## src/kfp_pkg.sv

```systemverilog
// Shared types and constants of the keyframe frame-position lookup.
package kfp_pkg;

    localparam int TIME_W     = 32;
    localparam int IDX_W      = 8;
    localparam int CNT_W      = 9;
    localparam int WHOLE_W    = 8;
    localparam int FRAC_OUT_W = 16;
    localparam int ALU_W      = TIME_W + 2;

    localparam logic OP_WRITE = 1'b0;
    localparam logic OP_QUERY = 1'b1;

    typedef enum logic
    {
        ALU_ADD,
        ALU_SUB
    } alu_op_t;

    typedef struct packed
    {
        alu_op_t            op;
        logic [ALU_W-1:0]   a;
        logic [ALU_W-1:0]   b;
    } alu_req_t;

    typedef struct packed
    {
        logic [ALU_W-1:0]   res;
        logic               zero;
    } alu_rsp_t;

endpackage

```

## src/kfp_alu.sv

```systemverilog
// Shared add/subtract unit used by the lookup sequencer for its keyframe-time arithmetic.
module kfp_alu
(
    input  kfp_pkg::alu_req_t req,
    output kfp_pkg::alu_rsp_t rsp
);

    logic [kfp_pkg::ALU_W-1:0] res;

    always_comb
    begin
        case (req.op)
            kfp_pkg::ALU_ADD: res = req.a + req.b;
            kfp_pkg::ALU_SUB: res = req.a - req.b;
            default:          res = req.a - req.b;
        endcase
    end

    assign rsp.res  = res;
    assign rsp.zero = (res == '0);

endmodule

```

## config.mk

```make
export PLATFORM = sky130hd
export DESIGN_NAME = kfp_alu
export DESIGN_NICKNAME = d
export VERILOG_FILES = /design/src/kfp_pkg.sv /design/src/kfp_alu.sv
export SDC_FILE = /design/constraint.sdc
export NUM_CORES = 1
export LEC_CHECK = 0
export BUFFER_PORTS_ARGS = -buffer_cell sky130_fd_sc_hd__clkbuf_2
export CAP_MARGIN = 5
export CORE_UTILIZATION = 41
export DETAILED_ROUTE_END_ITERATION = 8
export PLACE_DENSITY = 0.69
export SYNTH_ARGS = -nofsm -noshare
export SYNTH_HDL_FRONTEND = slang
export SYNTH_SLANG_ARGS = --single-unit
```

## constraint.sdc

```tcl
create_clock -name vclk -period 6
set_clock_uncertainty 0.05 [all_clocks]
set_input_delay 1.2 -clock vclk [all_inputs]
set_output_delay 1.2 -clock vclk [all_outputs]
set_load 0.1 [all_outputs]
```

Word-level counts from Yosys, hierarchy flattened
Index checks and enable logic that the tools add are counted.
{"block": "classes", "addsub": 2, "mux": 1, "bitwise_logic": 1, "reduce_logical": 1}
{"cell": "one-hot mux 34 bit (2 select lines)", "n": 1}
{"cell": "adder 34 bit", "n": 1}
{"cell": "zero test 34 bit", "n": 1}
{"cell": "subtractor 34 bit", "n": 1}
{"cell": "NOT 1 bit", "n": 1}
{"block": "word_totals", "ff_bits": 0, "inputBits": 69}

Depth between registers and ports, before layout
{"block": "logic_depth", "depth_word": 3, "mapped_depth": 22}

Worst setup path before layout
No wires, ideal clock.
{"block": "synth_timing", "path_type": "input to output", "start": "input req[5] (netlist bit)", "end": "output rsp[0] (netlist bit)", "arrival_ns": 6.817, "path_slack_ns": -2.067, "path_stages": 19, "cell_sequence": "nor3_1 -> nand2_1 -> nor3_2 -> nand3_1 -> nor4_2 -> and3_1 -> nor2_1 -> xnor2_1 -> ha_1 -> buf_6 -> a21o_1 -> a21oi_1 -> nor2b_1 -> o21ai_0 -> a21oi_1 -> a311oi_1 -> xnor2_1 -> or2_1 -> nor4b_2"}
{"element": "start: declaration", "line": "kfp_alu.sv:4", "rtl": "input kfp_pkg::alu_req_t req,"}
{"element": "end: declaration", "line": "kfp_alu.sv:5", "rtl": "output kfp_pkg::alu_rsp_t rsp"}

==> impl_metrics.py <==
metrics = {
    "setup_path": {
        "path_class": "input port to output port",
        "path_max_fanout": 4,
        "critPathTopFamily": "simple AND/OR/NAND/NOR gates",
        "startpoint_type": "input port",
        "crit_cells": 20,
        "worstPathArrival_ns": 5.51,
        "cp-end-kind": "output port",
        "critPathMaxStageDelay_ns": 0.49,
        "cp_cell_sequence": "clkbuf_2, or3_4, nor3_4, nand3_2, nor4_4, buf_4, nor2_1, xnor2_1, ha_2, or2_2, a31oi_1, o21ai_1, a31oi_1, buf_4, o41ai_4, xor2_4, nor4_4, nand4b_1, nor4b_4, buf_12",
        "slowest_stage": "nor4_4",
        "crit_required_ns": 4.75,
        "crit_buf_inv": 4,
    },
    "power": {
        "power_mw": 1.72,
        "p_comb_frac": 1.000,
        "switching_share": 0.625,
        "pwr-share-clk": 0,
        "seqPwrFrac": 0,
        "power_density_nw_per_um2": 311,
        "leakage_nw": 2.62,
        "internal_power_mw": 0.644,
        "switching_power_mw": 1.07,
        "vdd_ir_drop_max_mv": 0.428,
    },
    "placed_design": {
        "place_inst": 720,
        "place_congestion": 0.937,
        "io_buffers": 104,
        "hpwl_mm": 10.2,
        "place_ws_ns": -0.911,
    },
    "sta": {
        "rsz0062_at_grt": "true",
        "maxSlewHeadroom": 0.623,
        "clock.fmax_ghz": 0.148,
        "finalCritPeriodShare": 1.13,
        "period_needed_ns": 6.76,
        "finalHoldViolCount": 0,
        "report.final.slew_viol_count": 0,
        "hold-worst-slack_ns": 2.99,
        "finalWorstSetupSlack_ns": -0.759,
        "worstMarginPinSlew_ns": 0.568,
        "setup_violations": 6,
    },
    "synth": {
        "synth_xor_xnor_area_share": 0.210,
        "syn_avg_cell_area_sq_um": 6.72,
        "syn_area_sq_um": 2660,
        "synthesis.nets": 500,
        "synth.area.mux_share": 0.00376,
        "synthCells": 396,
        "ys_seq_area_frac": 0,
        "synth_top_family_by_area": "compound AO/OA/AOI/OAI gates",
        "synth-adder-area-share": 0.167,
        "synth-warning-count": 0,
        "ys_types": 57,
        "synthSimpleGateAreaFrac": 0.273,
        "synth_compound_area_frac": 0.299,
    },
    "global_route": {
        "grt_max_degree": 26,
        "grt_pass1_wl_mm": 18.6,
        "grt.overflow.total": 0,
        "grt.total_usage": 0.357,
        "grt_pass1_vias": 4113,
        "grt_antenna_before_repair": 0,
    },
    "floorplanning": {
        "start_util": 0.437,
        "fp-row-count": 28,
        "core_sq_um": 6100,
        "dieArea_sq_um": 6820,
        "die_w_um": 82.6,
        "dieHeight_um": 82.6,
        "io_pins": 104,
    },
    "detailed_routing": {
        "drt_iter0_markers": 357,
        "postRouteAntennaNets": 0,
        "first_pass_iters": 7,
        "avgViaCountPerCell": 6.03,
        "drc": 0,
        "wl_per_cell_um": 18.8,
        "via_count": 4423,
        "drt-total-wl_mm": 13.8,
    },
    "cells_and_area": {
        "flops_and_latches": 0,
        "final_cell_mix": "170 x buf_4, 84 x clkbuf_2, 48 x nor2_1, 36 x xnor2_1, 33 x a21oi_1",
        "mostFrequentLayoutCell": "buf_4",
        "area_delta_synth_final_pct": 107,
        "fin_cells": 733,
        "num_antenna_cells": 0,
        "regArea_sq_um": 0,
        "multi_input_area_sq_um": 3290,
        "nFillCells": 293,
        "drive_above_1_share": 0.568,
        "n_clock_buffer": 0,
        "nets": 764,
    },
    "min_path": {
        "holdPathStages": 5,
        "min_path_type": "input port to output port",
    },
    "run_status": {
        "status": "finished with violations",
        "violations": "negative setup slack",
    },
    "flow_run": {
        "cap_violations": 0,
    },
}
-- cells by family after synthesis --
family          Yosys count
compound gates          124
xor+xnor                 63
fa+ha+maj                35
buf+inv                  27
mux                       1
simple gates            146
-- layer usage --
| layer | track usage | part of all wire | wire length, um | vias up |
|---|---|---|---|---|
| li1 | - | - | - | 1994 |
| met1 | 0.397 | 0.36 | 5010 | 2056 |
| met2 | 0.674 | 0.50 | 6860 | 288 |
| met3 | 0.0330 | 0.073 | 1010 | 85 |
| met4 | 0.174 | 0.065 | 900 | 0 |
| met5 | 0 | 0 | 0 | - |
-- metrics by stage --
stage | TNS, ns | utilization | cell area (sq um)
finish | -1.39 | 0.906 | 5520
global route | -3.90 | 0.906 | 5520
CTS | -0.628 | 0.880 | 5370
detailed placement | -2.81 | 0.839 | 5120
global placement | -1.76 | 0.839 | 5120
floorplan | -1.46 | - | 3120
-- worst min-delay path, delay by kind of cell --
family,cells,cell delay (ns)
adder cells (fa/ha/maj),1,0.11
buffers and inverters,4,0.52
-- layout make-up --
cell class                 instances  share of cell area
multi-input combinational        369               0.595
inverter                          14             0.00951
timing repair buffer             275               0.378
tap                               75              0.0170
-- path summary, 6_finish.rpt --
check / end / startpoint
setup / recovery: rsp[0] / req[2]
hold / removal: rsp[1] / req[34]
-- synthesized netlist by cell type, types with 3 or more instances --
cell type,instances,share of area
nor2_1,52,0.073
xnor2_1,52,0.17
a21oi_1,44,0.083
ha_1,34,0.16
nand2_1,33,0.047
o21ai_0,17,0.032
inv_1,14,0.020
nor3_1,14,0.026
a21o_1,12,0.034
clkbuf_1,10,0.014
xor2_1,10,0.033
a31oi_1,7,0.016
nor4_1,6,0.014
o21ai_1,6,0.011
a211oi_1,5,0.014
and3_1,5,0.012
nor2b_1,5,0.012
or4_1,5,0.014
nand3_1,4,0.0075
o211ai_1,4,0.011
and4_1,3,0.0099
buf_6,3,0.013
nand4_1,3,0.0070
o31ai_1,3,0.0085
or3_1,3,0.0070
-- power groups by stage --
stage | Clock, mW | Combinational (mW) | Sequential, mW
final | 0 | 1.72 | 0
after global placement | 0 | 1.57 | 0
after global routing | 0 | 1.78 | 0
after detailed placement | 0 | 1.60 | 0
after CTS | 0 | 1.65 | 0
after floorplan | 0 | 1.02 | 0
-- what timing repair did --
action	in CTS	in global routing
endpoints found under the setup margin	10	9
setup buffers	9	5
gates resized for setup	37	36
pin swaps	36	14
hold buffers	0	0
(Power assumes the default switching activity.)
